**src/design/hlwr_pkg.sv**
```systemverilog
`default_nettype none

package hlwr_pkg;

  // field and datapath widths
  localparam int IN_W     = 16;              // Q8.8 input fields
  localparam int LOSS_W   = 32;              // Q16.16 result
  localparam int ACC_W    = 48;              // running sums
  localparam int CNT_W    = 17;              // nonzero weight count
  localparam int FRAC_IN  = 8;               // fraction bits of an input field
  localparam int DIV_W    = ACC_W + FRAC_IN; // dividend of the weighted mean
  localparam int DIV_STEPS = DIV_W;          // one quotient bit per cycle

  // arithmetic constants
  localparam int ONE_Q16    = 65536;         // 1.0 in Q16.16
  localparam int ONE_Q8     = 256;           // 1.0 in Q8.8
  localparam int ROUND_HALF = 128;           // half lsb before the Q8.8 drop

  // defaults for top level parameters
  localparam int MAX_ELEMENTS_DEF = 65536;
  localparam int QUEUE_DEPTH_DEF  = 4;

  // reduction modes
  typedef enum logic [1:0] {
    MODE_NONE    = 2'd0,
    MODE_SUM     = 2'd1,
    MODE_MEAN    = 2'd2,
    MODE_NZ_MEAN = 2'd3
  } mode_t;

  // work handed from front to back
  typedef enum logic {
    OP_EMIT = 1'b0,
    OP_DIV  = 1'b1
  } op_t;

  typedef struct packed {
    op_t                      op;
    logic signed [LOSS_W-1:0] value;  // result for OP_EMIT
    logic signed [ACC_W-1:0]  num;    // dividend for OP_DIV
    logic signed [ACC_W-1:0]  den;    // divisor for OP_DIV
    logic                     scale;  // dividend takes a Q8.8 shift
    logic                     fin;    // item closes a tensor
  } entry_t;

  // back end sequencer
  typedef enum logic [1:0] {
    BK_IDLE = 2'd0,
    BK_DIV  = 2'd1,
    BK_HOLD = 2'd2
  } bk_state_t;

endpackage

`default_nettype wire

```
**src/design/hlwr_queue.sv**
```systemverilog
`default_nettype none

module hlwr_queue #(
  parameter int DEPTH = hlwr_pkg::QUEUE_DEPTH_DEF
) (
  input  wire logic            clk,
  input  wire logic            rst,
  input  wire logic            wr,
  input  wire hlwr_pkg::entry_t wr_entry,
  output logic                 full,
  input  wire logic            rd,
  output hlwr_pkg::entry_t     rd_entry,
  output logic                 empty
);

  localparam int PtrW = (DEPTH > 1) ? $clog2(DEPTH) : 1;
  localparam int CntW = $clog2(DEPTH + 1);
  localparam logic [PtrW-1:0] LastPtr = PtrW'(DEPTH - 1);
  localparam logic [CntW-1:0] FullCnt = CntW'(DEPTH);

  hlwr_pkg::entry_t mem [DEPTH];
  logic [PtrW-1:0]  wr_ptr;
  logic [PtrW-1:0]  rd_ptr;
  logic [CntW-1:0]  count;

  assign full     = (count == FullCnt);
  assign empty    = (count == '0);
  assign rd_entry = mem[rd_ptr];

  // entry storage
  always_ff @(posedge clk) begin
    if (wr) begin
      mem[wr_ptr] <= wr_entry;
    end
  end

  // pointers and fill level
  always_ff @(posedge clk) begin
    if (rst) begin
      wr_ptr <= '0;
      rd_ptr <= '0;
      count  <= '0;
    end else begin
      if (wr) begin
        wr_ptr <= (wr_ptr == LastPtr) ? '0 : wr_ptr + 1'b1;
      end
      if (rd) begin
        rd_ptr <= (rd_ptr == LastPtr) ? '0 : rd_ptr + 1'b1;
      end
      if (wr && !rd) begin
        count <= count + 1'b1;
      end else if (rd && !wr) begin
        count <= count - 1'b1;
      end
    end
  end

endmodule

`default_nettype wire

```
**src/design/hlwr_front.sv**
```systemverilog
`default_nettype none

module hlwr_front #(
  parameter int MAX_ELEMENTS = hlwr_pkg::MAX_ELEMENTS_DEF
) (
  input  wire logic                           clk,
  input  wire logic                           rst,
  input  wire logic                           cfg_write,
  input  wire logic [1:0]                     cfg_data,
  input  wire logic                           push,
  output logic                                full,
  input  wire logic signed [hlwr_pkg::IN_W-1:0] logit,
  input  wire logic signed [hlwr_pkg::IN_W-1:0] label,
  input  wire logic signed [hlwr_pkg::IN_W-1:0] weight,
  input  wire logic                           last_element,
  output logic                                q_push,
  output hlwr_pkg::entry_t                    q_entry,
  input  wire logic                           q_full
);

  localparam int InW   = hlwr_pkg::IN_W;
  localparam int LossW = hlwr_pkg::LOSS_W;
  localparam int AccW  = hlwr_pkg::ACC_W;
  localparam int CntW  = hlwr_pkg::CNT_W;
  localparam int FracW = hlwr_pkg::FRAC_IN;
  localparam int ZW    = InW + 2;            // 2*label - 1.0
  localparam int ZMagW = InW + 1;
  localparam int PW    = ZMagW + InW;        // |z| * |x|
  localparam int EW    = PW;                 // unweighted loss
  localparam int ProdW = EW + InW;            // loss * |w|
  localparam int RW    = ProdW - FracW;
  localparam int CntLimit = (MAX_ELEMENTS < (1 << CntW) - 1) ? MAX_ELEMENTS : (1 << CntW) - 1;
  localparam logic [CntW-1:0] CntMax = CntW'(CntLimit);
  localparam logic [EW-1:0] OneQ16 = EW'(hlwr_pkg::ONE_Q16);
  localparam logic signed [AccW-1:0] AccMax = {1'b0, {(AccW-1){1'b1}}};
  localparam logic signed [AccW-1:0] AccMin = {1'b1, {(AccW-1){1'b0}}};
  localparam logic signed [LossW-1:0] LossMax = {1'b0, {(LossW-1){1'b1}}};
  localparam logic signed [LossW-1:0] LossMin = {1'b1, {(LossW-1){1'b0}}};
  localparam logic [RW-1:0] RPosMax = RW'(LossMax);
  localparam logic [RW-1:0] RNegMax = RW'({1'b1, {(LossW-1){1'b0}}});

  hlwr_pkg::mode_t mode;

  logic adv;
  logic accept;

  // stage a: hinge product magnitude
  logic signed [ZW-1:0] z;
  logic [ZMagW-1:0]     zmag;
  logic [InW-1:0]       xmag;
  logic [InW-1:0]       wmag_next;
  logic [PW-1:0]        a_p_next;
  logic                 a_valid;
  logic [PW-1:0]        a_p;
  logic                 a_neg;
  logic [InW-1:0]       a_wmag;
  logic signed [InW-1:0] a_w;
  logic                 a_last;

  // stage b: unweighted loss
  logic [EW-1:0]        b_e_next;
  logic                 b_valid;
  logic [EW-1:0]        b_e;
  logic [InW-1:0]       b_wmag;
  logic signed [InW-1:0] b_w;
  logic                 b_last;

  // stage c: weighted product
  logic                 c_valid;
  logic [ProdW-1:0]     c_prod;
  logic signed [InW-1:0] c_w;
  logic                 c_last;

  // stage d: rounded and saturated loss
  logic [RW-1:0]        r;
  logic signed [LossW-1:0] d_l_next;
  logic                 d_valid;
  logic signed [LossW-1:0] d_l;
  logic signed [InW-1:0] d_w;
  logic                 d_last;

  // accumulators
  logic signed [AccW-1:0] loss_total;
  logic signed [AccW-1:0] weight_total;
  logic [CntW-1:0]        nonzero_count;
  logic signed [AccW:0]   lsum;
  logic signed [AccW:0]   wsum;
  logic signed [AccW-1:0] loss_total_next;
  logic signed [AccW-1:0] weight_total_next;
  logic [CntW-1:0]        nonzero_count_next;

  // stage e: classified entry
  hlwr_pkg::entry_t e_entry_next;
  logic             e_valid_next;
  hlwr_pkg::entry_t e_entry;
  logic             e_valid;

  // pipeline moves unless a finished entry is stuck at the queue
  assign adv    = !e_valid || !q_full;
  assign full   = !adv;
  assign accept = push && adv;
  assign q_push = e_valid && !q_full;
  assign q_entry = e_entry;

  // mode register
  always_ff @(posedge clk) begin
    if (rst) begin
      mode <= hlwr_pkg::MODE_NONE;
    end else if (cfg_write) begin
      mode <= hlwr_pkg::mode_t'(cfg_data);
    end
  end

  // stage a logic: z = 2*label - 1.0 and |z|*|x|
  always_comb begin
    z         = $signed({label[InW-1], label, 1'b0}) - ZW'(hlwr_pkg::ONE_Q8);
    zmag      = z[ZW-1] ? ZMagW'(-z) : z[ZMagW-1:0];
    xmag      = logit[InW-1] ? InW'(-logit) : logit;
    wmag_next = weight[InW-1] ? InW'(-weight) : weight;
    a_p_next  = PW'(zmag) * PW'(xmag);
  end

  // stage b logic: max(0, 1 - z*x)
  always_comb begin
    if (a_p == '0 || !a_neg) begin
      b_e_next = (a_p < OneQ16) ? OneQ16 - a_p : '0;
    end else begin
      b_e_next = OneQ16 + a_p;
    end
  end

  // stage d logic: round half away from zero, apply sign, saturate
  always_comb begin
    r = RW'((c_prod + ProdW'(hlwr_pkg::ROUND_HALF)) >> FracW);
    if (!c_w[InW-1]) begin
      d_l_next = (r > RPosMax) ? LossMax : LossW'(r);
    end else begin
      d_l_next = (r > RNegMax) ? LossMin : -LossW'(r);
    end
  end

  // saturating accumulation
  always_comb begin
    lsum = {loss_total[AccW-1], loss_total} + (AccW+1)'(d_l);
    wsum = {weight_total[AccW-1], weight_total} + (AccW+1)'(d_w);
    if (lsum[AccW] != lsum[AccW-1]) begin
      loss_total_next = lsum[AccW] ? AccMin : AccMax;
    end else begin
      loss_total_next = lsum[AccW-1:0];
    end
    if (wsum[AccW] != wsum[AccW-1]) begin
      weight_total_next = wsum[AccW] ? AccMin : AccMax;
    end else begin
      weight_total_next = wsum[AccW-1:0];
    end
    if (d_w != '0 && nonzero_count < CntMax) begin
      nonzero_count_next = nonzero_count + 1'b1;
    end else begin
      nonzero_count_next = nonzero_count;
    end
  end

  // classify: direct result or division job
  always_comb begin
    e_entry_next.op    = hlwr_pkg::OP_EMIT;
    e_entry_next.value = d_l;
    e_entry_next.num   = loss_total_next;
    e_entry_next.den   = weight_total_next;
    e_entry_next.scale = 1'b0;
    e_entry_next.fin   = d_last;
    e_valid_next       = 1'b0;
    unique case (mode)
      hlwr_pkg::MODE_NONE: begin
        e_valid_next = 1'b1;
      end
      hlwr_pkg::MODE_SUM: begin
        e_valid_next = d_last;
        if (loss_total_next > AccW'(LossMax)) begin
          e_entry_next.value = LossMax;
        end else if (loss_total_next < AccW'(LossMin)) begin
          e_entry_next.value = LossMin;
        end else begin
          e_entry_next.value = loss_total_next[LossW-1:0];
        end
      end
      hlwr_pkg::MODE_MEAN: begin
        e_valid_next = d_last;
        if (weight_total_next == '0) begin
          e_entry_next.value = '0;
        end else begin
          e_entry_next.op    = hlwr_pkg::OP_DIV;
          e_entry_next.scale = 1'b1;
        end
      end
      hlwr_pkg::MODE_NZ_MEAN: begin
        e_valid_next     = d_last;
        e_entry_next.den = $signed(AccW'(nonzero_count_next));
        if (nonzero_count_next == '0) begin
          e_entry_next.value = '0;
        end else begin
          e_entry_next.op = hlwr_pkg::OP_DIV;
        end
      end
      default: begin
        e_valid_next = 1'b0;
      end
    endcase
  end

  // pipeline valids
  always_ff @(posedge clk) begin
    if (rst) begin
      a_valid <= 1'b0;
      b_valid <= 1'b0;
      c_valid <= 1'b0;
      d_valid <= 1'b0;
      e_valid <= 1'b0;
    end else if (adv) begin
      a_valid <= accept;
      b_valid <= a_valid;
      c_valid <= b_valid;
      d_valid <= c_valid;
      e_valid <= d_valid && e_valid_next;
    end
  end

  // pipeline payload
  always_ff @(posedge clk) begin
    if (adv) begin
      a_p     <= a_p_next;
      a_neg   <= z[ZW-1] ^ logit[InW-1];
      a_wmag  <= wmag_next;
      a_w     <= weight;
      a_last  <= last_element;
      b_e     <= b_e_next;
      b_wmag  <= a_wmag;
      b_w     <= a_w;
      b_last  <= a_last;
      c_prod  <= ProdW'(b_e) * ProdW'(b_wmag);
      c_w     <= b_w;
      c_last  <= b_last;
      d_l     <= d_l_next;
      d_w     <= c_w;
      d_last  <= c_last;
      e_entry <= e_entry_next;
    end
  end

  // running sums, cleared after the closing item
  always_ff @(posedge clk) begin
    if (rst) begin
      loss_total    <= '0;
      weight_total  <= '0;
      nonzero_count <= '0;
    end else if (adv && d_valid) begin
      if (d_last) begin
        loss_total    <= '0;
        weight_total  <= '0;
        nonzero_count <= '0;
      end else begin
        loss_total    <= loss_total_next;
        weight_total  <= weight_total_next;
        nonzero_count <= nonzero_count_next;
      end
    end
  end

  // sums restart after a closing item
  a_clear_after_last: assert property (@(posedge clk) disable iff (rst)
    (adv && d_valid && d_last) |=>
      (loss_total == '0 && weight_total == '0 && nonzero_count == '0))
    else $error("accumulators not cleared after closing item");

  // unreduced mode yields an entry for every item
  a_none_emits: assert property (@(posedge clk) disable iff (rst)
    (adv && d_valid && mode == hlwr_pkg::MODE_NONE) |=> e_valid)
    else $error("item lost in unreduced mode");

  // a stalled entry stays put
  a_stall_holds: assert property (@(posedge clk) disable iff (rst)
    (e_valid && q_full) |=> e_valid)
    else $error("entry dropped while queue full");

endmodule

`default_nettype wire

```
**src/design/hlwr_back.sv**
```systemverilog
`default_nettype none

module hlwr_back (
  input  wire logic                             clk,
  input  wire logic                             rst,
  input  wire hlwr_pkg::entry_t                 q_entry,
  input  wire logic                             q_empty,
  output logic                                  q_pop,
  output logic                                  empty,
  input  wire logic                             pop,
  output logic signed [hlwr_pkg::LOSS_W-1:0]    loss_value,
  output logic                                  is_final
);

  localparam int AccW  = hlwr_pkg::ACC_W;
  localparam int DivW  = hlwr_pkg::DIV_W;
  localparam int LossW = hlwr_pkg::LOSS_W;
  localparam int FracW = hlwr_pkg::FRAC_IN;
  localparam int StepW = $clog2(hlwr_pkg::DIV_STEPS);
  localparam logic [StepW-1:0] LastStep = StepW'(hlwr_pkg::DIV_STEPS - 1);
  localparam logic [DivW-1:0] QPosMax = DivW'({1'b0, {(LossW-1){1'b1}}});
  localparam logic [DivW-1:0] QNegMax = DivW'({1'b1, {(LossW-1){1'b0}}});
  localparam logic signed [LossW-1:0] LossMax = {1'b0, {(LossW-1){1'b1}}};
  localparam logic signed [LossW-1:0] LossMin = {1'b1, {(LossW-1){1'b0}}};

  hlwr_pkg::bk_state_t state;
  hlwr_pkg::bk_state_t state_next;

  logic out_valid;
  logic out_free;
  logic div_load;
  logic emit_load;
  logic res_load;

  // divider registers
  logic [AccW-1:0]  rem;
  logic [DivW-1:0]  quo;
  logic [AccW-1:0]  dmag;
  logic             neg;
  logic             fin;
  logic [StepW-1:0] step;

  // divider datapath
  logic [AccW-1:0]  nmag_next;
  logic [AccW-1:0]  dmag_next;
  logic [DivW-1:0]  dividend_next;
  logic [AccW:0]    shifted;
  logic             fits;
  logic [AccW:0]    diff;
  logic [AccW-1:0]  rem_next;
  logic signed [LossW-1:0] div_result;

  assign out_free = !out_valid || pop;
  assign empty    = !out_valid;

  // next state
  always_comb begin
    state_next = state;
    unique case (state)
      hlwr_pkg::BK_IDLE: begin
        if (!q_empty && q_entry.op == hlwr_pkg::OP_DIV) begin
          state_next = hlwr_pkg::BK_DIV;
        end
      end
      hlwr_pkg::BK_DIV: begin
        if (step == LastStep) begin
          state_next = hlwr_pkg::BK_HOLD;
        end
      end
      hlwr_pkg::BK_HOLD: begin
        if (out_free) begin
          state_next = hlwr_pkg::BK_IDLE;
        end
      end
      default: begin
        state_next = hlwr_pkg::BK_IDLE;
      end
    endcase
  end

  // sequencer outputs
  always_comb begin
    q_pop     = 1'b0;
    div_load  = 1'b0;
    emit_load = 1'b0;
    res_load  = 1'b0;
    unique case (state)
      hlwr_pkg::BK_IDLE: begin
        if (!q_empty) begin
          if (q_entry.op == hlwr_pkg::OP_DIV) begin
            q_pop    = 1'b1;
            div_load = 1'b1;
          end else if (out_free) begin
            q_pop     = 1'b1;
            emit_load = 1'b1;
          end
        end
      end
      hlwr_pkg::BK_DIV: begin
        q_pop = 1'b0;
      end
      hlwr_pkg::BK_HOLD: begin
        res_load = out_free;
      end
      default: begin
        q_pop = 1'b0;
      end
    endcase
  end

  // operand magnitudes at load
  always_comb begin
    nmag_next = q_entry.num[AccW-1] ? AccW'(-q_entry.num) : q_entry.num;
    dmag_next = q_entry.den[AccW-1] ? AccW'(-q_entry.den) : q_entry.den;
    if (q_entry.scale) begin
      dividend_next = {nmag_next, {FracW{1'b0}}};
    end else begin
      dividend_next = {{FracW{1'b0}}, nmag_next};
    end
  end

  // one restoring step per cycle
  always_comb begin
    shifted  = {rem, quo[DivW-1]};
    fits     = (shifted >= {1'b0, dmag});
    diff     = shifted - {1'b0, dmag};
    rem_next = fits ? diff[AccW-1:0] : shifted[AccW-1:0];
  end

  // sign and saturate the quotient
  always_comb begin
    if (!neg) begin
      div_result = (quo > QPosMax) ? LossMax : LossW'(quo);
    end else begin
      div_result = (quo > QNegMax) ? LossMin : -LossW'(quo);
    end
  end

  // state and output valid
  always_ff @(posedge clk) begin
    if (rst) begin
      state     <= hlwr_pkg::BK_IDLE;
      out_valid <= 1'b0;
    end else begin
      state <= state_next;
      if (emit_load || res_load) begin
        out_valid <= 1'b1;
      end else if (pop) begin
        out_valid <= 1'b0;
      end
    end
  end

  // divider iteration
  always_ff @(posedge clk) begin
    if (div_load) begin
      rem  <= '0;
      quo  <= dividend_next;
      dmag <= dmag_next;
      neg  <= q_entry.num[AccW-1] ^ q_entry.den[AccW-1];
      fin  <= q_entry.fin;
      step <= '0;
    end else if (state == hlwr_pkg::BK_DIV) begin
      rem  <= rem_next;
      quo  <= {quo[DivW-2:0], fits};
      step <= step + 1'b1;
    end
  end

  // result register
  always_ff @(posedge clk) begin
    if (emit_load) begin
      loss_value <= q_entry.value;
      is_final   <= q_entry.fin;
    end else if (res_load) begin
      loss_value <= div_result;
      is_final   <= fin;
    end
  end

  // the division ends on its last step
  a_div_ends: assert property (@(posedge clk) disable iff (rst)
    (state == hlwr_pkg::BK_DIV && step == LastStep) |=> state == hlwr_pkg::BK_HOLD)
    else $error("division did not finish on its last step");

  // queue is read only when idle and holding an item
  a_pop_idle: assert property (@(posedge clk) disable iff (rst)
    q_pop |-> (state == hlwr_pkg::BK_IDLE && !q_empty))
    else $error("queue read outside idle or while empty");

  // a finished quotient reaches the result register
  a_hold_out: assert property (@(posedge clk) disable iff (rst)
    (state == hlwr_pkg::BK_HOLD && out_free) |=> (out_valid && state == hlwr_pkg::BK_IDLE))
    else $error("quotient not delivered");

endmodule

`default_nettype wire

```
**src/design/hinge_loss_weighted_reduce.sv**
```systemverilog
// Weighted hinge loss with optional sum / mean reduction.
// Throughput: one item per cycle into a five-stage front pipeline (two multipliers),
// held while full is high. An unreduced result passes the front stages and the queue;
// a mean also runs through the shared bit-serial divider, one quotient bit per cycle.
// Reset (rst, synchronous): mode 0, sums and counts zero, queue and result empty.
`default_nettype none

module hinge_loss_weighted_reduce #(
  parameter int MAX_ELEMENTS = hlwr_pkg::MAX_ELEMENTS_DEF,
  parameter int QUEUE_DEPTH  = hlwr_pkg::QUEUE_DEPTH_DEF
) (
  input  wire logic                               clk,
  input  wire logic                               rst,
  input  wire logic                               cfg_write,
  input  wire logic [1:0]                         cfg_data,
  input  wire logic                               push,
  output logic                                    full,
  input  wire logic signed [hlwr_pkg::IN_W-1:0]   logit,
  input  wire logic signed [hlwr_pkg::IN_W-1:0]   label,
  input  wire logic signed [hlwr_pkg::IN_W-1:0]   weight,
  input  wire logic                               last_element,
  output logic                                    empty,
  input  wire logic                               pop,
  output logic signed [hlwr_pkg::LOSS_W-1:0]      loss_value,
  output logic                                    is_final
);

  logic             q_wr;
  logic             q_full;
  logic             q_rd;
  logic             q_empty;
  hlwr_pkg::entry_t q_wr_entry;
  hlwr_pkg::entry_t q_rd_entry;

  // loss pipeline, accumulation and classification
  hlwr_front #(
    .MAX_ELEMENTS(MAX_ELEMENTS)
  ) u_front (
    .clk          (clk),
    .rst          (rst),
    .cfg_write    (cfg_write),
    .cfg_data     (cfg_data),
    .push         (push),
    .full         (full),
    .logit        (logit),
    .label        (label),
    .weight       (weight),
    .last_element (last_element),
    .q_push       (q_wr),
    .q_entry      (q_wr_entry),
    .q_full       (q_full)
  );

  // decoupling queue
  hlwr_queue #(
    .DEPTH(QUEUE_DEPTH)
  ) u_queue (
    .clk      (clk),
    .rst      (rst),
    .wr       (q_wr),
    .wr_entry (q_wr_entry),
    .full     (q_full),
    .rd       (q_rd),
    .rd_entry (q_rd_entry),
    .empty    (q_empty)
  );

  // divider and result register
  hlwr_back u_back (
    .clk        (clk),
    .rst        (rst),
    .q_entry    (q_rd_entry),
    .q_empty    (q_empty),
    .q_pop      (q_rd),
    .empty      (empty),
    .pop        (pop),
    .loss_value (loss_value),
    .is_final   (is_final)
  );

endmodule

`default_nettype wire

```
**config.mk**
```make
export PLATFORM = sky130hd
export DESIGN_NAME = hinge_loss_weighted_reduce
export DESIGN_NICKNAME = d
export VERILOG_FILES = /design/src/design/hlwr_pkg.sv /design/src/design/hlwr_queue.sv /design/src/design/hlwr_front.sv /design/src/design/hlwr_back.sv /design/src/design/hinge_loss_weighted_reduce.sv
export SDC_FILE = /design/constraint.sdc
export NUM_CORES = 2
export LEC_CHECK = 0
export ABC_CLOCK_PERIOD_IN_PS = 12300
export BUFFER_PORTS_ARGS = -buffer_cell sky130_fd_sc_hd__buf_2
export CELL_PAD_IN_SITES_DETAIL_PLACEMENT = 0
export CELL_PAD_IN_SITES_GLOBAL_PLACEMENT = 1
export CORE_MARGIN = 2
export CORE_UTILIZATION = 54
export CTS_BUF_LIST = sky130_fd_sc_hd__clkbuf_2 sky130_fd_sc_hd__clkbuf_4 sky130_fd_sc_hd__clkbuf_8
export CTS_CLUSTER_DIAMETER = 60
export CTS_CLUSTER_SIZE = 28
export DETAILED_ROUTE_END_ITERATION = 6
export HOLD_SLACK_MARGIN = 0.05
export PLACE_DENSITY = 0.87
export SETUP_SLACK_MARGIN = 0.15
export SLEW_MARGIN = 15
export SYNTH_ARGS = -nofsm -noshare
export SYNTH_HDL_FRONTEND = slang
export SYNTH_HIERARCHICAL = 1
export SYNTH_SLANG_ARGS = --single-unit
export TNS_END_PERCENT = 100
```
**constraint.sdc**
```tcl
create_clock -name clk -period 12.3 [get_ports clk]
set_input_delay 0 -clock clk [delete_from_list [all_inputs] [get_ports clk]]
set_output_delay 0 -clock clk [all_outputs]
set_load 0.005 [all_outputs]
```
==> flow_summary.ini <==
[clocking]
numClockSinks = 1217
cts_buffers = 93
clockBufferDepth = 3
clockRootBuffer = clkbuf_8
htreeDepth = 3
path_clk_slew_ns = 0.11
tritoncts = yes
insertion_delay_ns = 0.89

[detailed_routing]
ant_nets = 0
firstDrtPassIters = 7
vias = 58964
drc = 1
wl_mm = 203
drtIter0Drc = 5104
wl_per_cell_um = 20.5
viasPerCell = 5.95

[synth]
synth_ff_type = edfxtp_1
netlist_area_um2 = 84400
synth_cells = 7804
yosysWarnings = 6
syn_avg_cell_area_um2 = 10.8
postSynth.asyncResetShare_pct = 0
yosys-top-cells-area = edfxtp_1 (37%), fa_1 (15%), ha_1 (5.8%)
synth_most_common_cell = edfxtp_1
synth_fp_nets = 8863
ys_seq_elements = 1217
ys_top_cells_by_count = edfxtp_1 (1031), nand2_1 (878), inv_1 (798)
synth_edf_count = 1031
synth.distinct_cells = 112
synth-seq-area-share_pct = 41.1
synth.largest_area_cell = edfxtp_1
synth_top_area_share_pct = 36.7

[place]
dp_hpwl_mm = 150
place_congestion = 0.923
port_buffers = 90

[global_route]
grt_overflow_total = 0
grtUsageTotal_pct = 25.8
grt_antenna_before_repair = 6
grt_busiest_layer = met2
use_met3_pct = 2.72
use_met1_pct = 35.9
grt_util_met2_pct = 42.5
grt_pass1_wl_mm = 326
grt_pass1_vias = 58604
grt_max_degree = 168

[setup_path]
cpMostUsedCell = fa_1
slowest_stage = xnor2_1
critPathCaptureType = flip-flop
start_kind = input port
cpPeakStageDelay_ns = 0.91
cp_num_buf_inv = 6
arrival_ns = 9.28
cpLargestDelayFamily = adder cells
path_max_fanout = 10
criticalPathCategory = input port to flip-flop
required_ns = 12.89

[sta]
hold_violations = 0
worstMarginPinSlew_ns = 1.22
setup_viol = 0
tns_ns = 0
fmax_mhz = 115
maxSlewHeadroom_pct = 18.0
rsz0062_at_grt = false
timing.final.crit_share_pct = 70.7
finalClockSkew_ns = 0.0681
finalMaxSlewViolations = 0
min_period_ns = 8.69

[hold_path]
min_path_type = input port to flip-flop

[status]
violations = DRC
status = complete, but fails checks

[floorplan]
core-area_um2 = 156000
dieWidth_um = 399
initial_core_util_pct = 54.2
die_h_um = 399
die-area_um2 = 159000
row_count = 145
io_pins = 91

[cells_and_area]
regArea_um2 = 34700
multi_input_area_um2 = 45200
drive_above_1_share_pct = 7.85
nNetsFinal = 8833
n_fill_cell = 12900
syn2layout_area_growth_pct = 6.50

[flow_run]
max_cap_viol_count = 0
cells in the final DEF (no fill, tap or decap), types with 94 or more instances in the layout:
cell type  instances
edfxtp_1        1031
nand2_1          874
inv_1            796
fa_1             615
nor2_1           593
ha_1             388
a21oi_1          324
o21ai_0          310
xnor2_1          237
and2_1           192
dfxtp_1          184
xor2_1           172
nand3_1          136
mux4_2           131
nor3_1           114
clkbuf_8          94
worst reg2reg max path: cells and delay by family (launching register included):
| family | cells | cell delay (ns) |
|---|---|---|
| XOR/XNOR | 1 | 0.08 |
| AND/OR/NAND/NOR | 1 | 0.13 |
| flip-flops | 1 | 0.78 |
| AO/OA/AOI/OAI | 11 | 3.06 |
| buffers and inverters | 5 | 0.79 |
| adder cells (fa/ha/maj) | 7 | 3.38 |
through the flow:
| step | cell area (um^2) | worst slack [ns] | instances | hold WS [ns] | util [%] |
|---|---|---|---|---|---|
| 2_1_floorplan | 84400 | 1.10 | 7804 | 0.0691 | - |
| 3_3_place_gp | 86700 | 3.10 | 9680 | 0.201 | 55.7 |
| 3_5_place_dp | 86700 | 3.05 | 9680 | 0.212 | 55.7 |
| 4_1_cts | 89900 | 3.82 | 9912 | 0.0502 | 57.7 |
| 5_1_grt | 89900 | 3.10 | 9915 | 0.123 | 57.7 |
| 6_report | 89900 | 3.61 | 9916 | 0.136 | 57.7 |
routing by layer:
layer  routed length, um  share of wire, %
met1               86300                42
met4                6550               3.2
met3               11900               5.9
met5                  13            0.0064
met2               98400                48
flip-flops by register name, summed over array words and instances (netlist names), 3 cells and up, named ones only:
register and cells:
u_front/a_p 32, u_front/c_prod 42, u_front/b_wmag 16, u_back/step 6
u_front/weight_total 48, u_front/loss_total 48, u_front/d_l 32, u_back/loss_value 32
u_front/a_wmag 16, u_back/quo 56, u_front/c_w 16, u_queue/count 3
u_back/dmag 48, u_front/q_entry 131, u_back/rem 48, u_front/nonzero_count 17
u_front/d_w 16, u_front/b_e 32, u_queue/mem 524, u_front/b_w 15
u_front/a_w 15
worst paths after layout:
kind                                            to  slack (ns)  cells past startpoint               from
worst min register to register     u_front/c_w[14]        0.42                      0    u_front/b_w[14]
worst min-delay path            u_front/a_wmag[13]        0.14                      4         weight[12]
worst max-delay path               u_front/a_p[32]        3.61                     30           label[1]
worst max register to register  u_front/c_prod[48]        3.83                     25  u_front/b_wmag[9]
logic make-up (layout without fill, tap and decap cells):
| family | Yosys count | count (layout) | share of synthesized area (%) |
|---|---|---|---|
| AND/OR/NAND/NOR | 2399 | 2399 | 13.4 |
| AO/OA/AOI/OAI | 1385 | 1385 | 10.8 |
| flip-flops | 1217 | 1217 | 41.1 |
| buffers and inverters | 1165 | 1216 | 5.45 |
| adder cells (fa/ha/maj) | 1019 | 1019 | 20.5 |
| XOR/XNOR | 411 | 411 | 4.26 |
| multiplexers | 208 | 208 | 4.44 |
| other | 0 | 3 | 0 |
cell type report:
class                      count  share of cell area, %
tap                         2058                   2.86
clock buffer                 100                   1.49
antenna                        3                0.00835
multi-input combinational   5422                   50.3
sequential                  1217                   38.6
timing repair buffer         238                   1.92
inverter                     802                   3.35
clock inverter                76                   1.44
timing repair:
| item | CTS | global route |
|---|---|---|
| gates resized for setup | 0 | 0 |
| hold buffers | 56 | 0 |
| setup buffers | 0 | 0 |
| hold endpoints to repair | 131 | 0 |
Power is left out: the tool's default activity adds up to more than one toggle a clock period on the data nets, which glitch-free logic cannot reach.
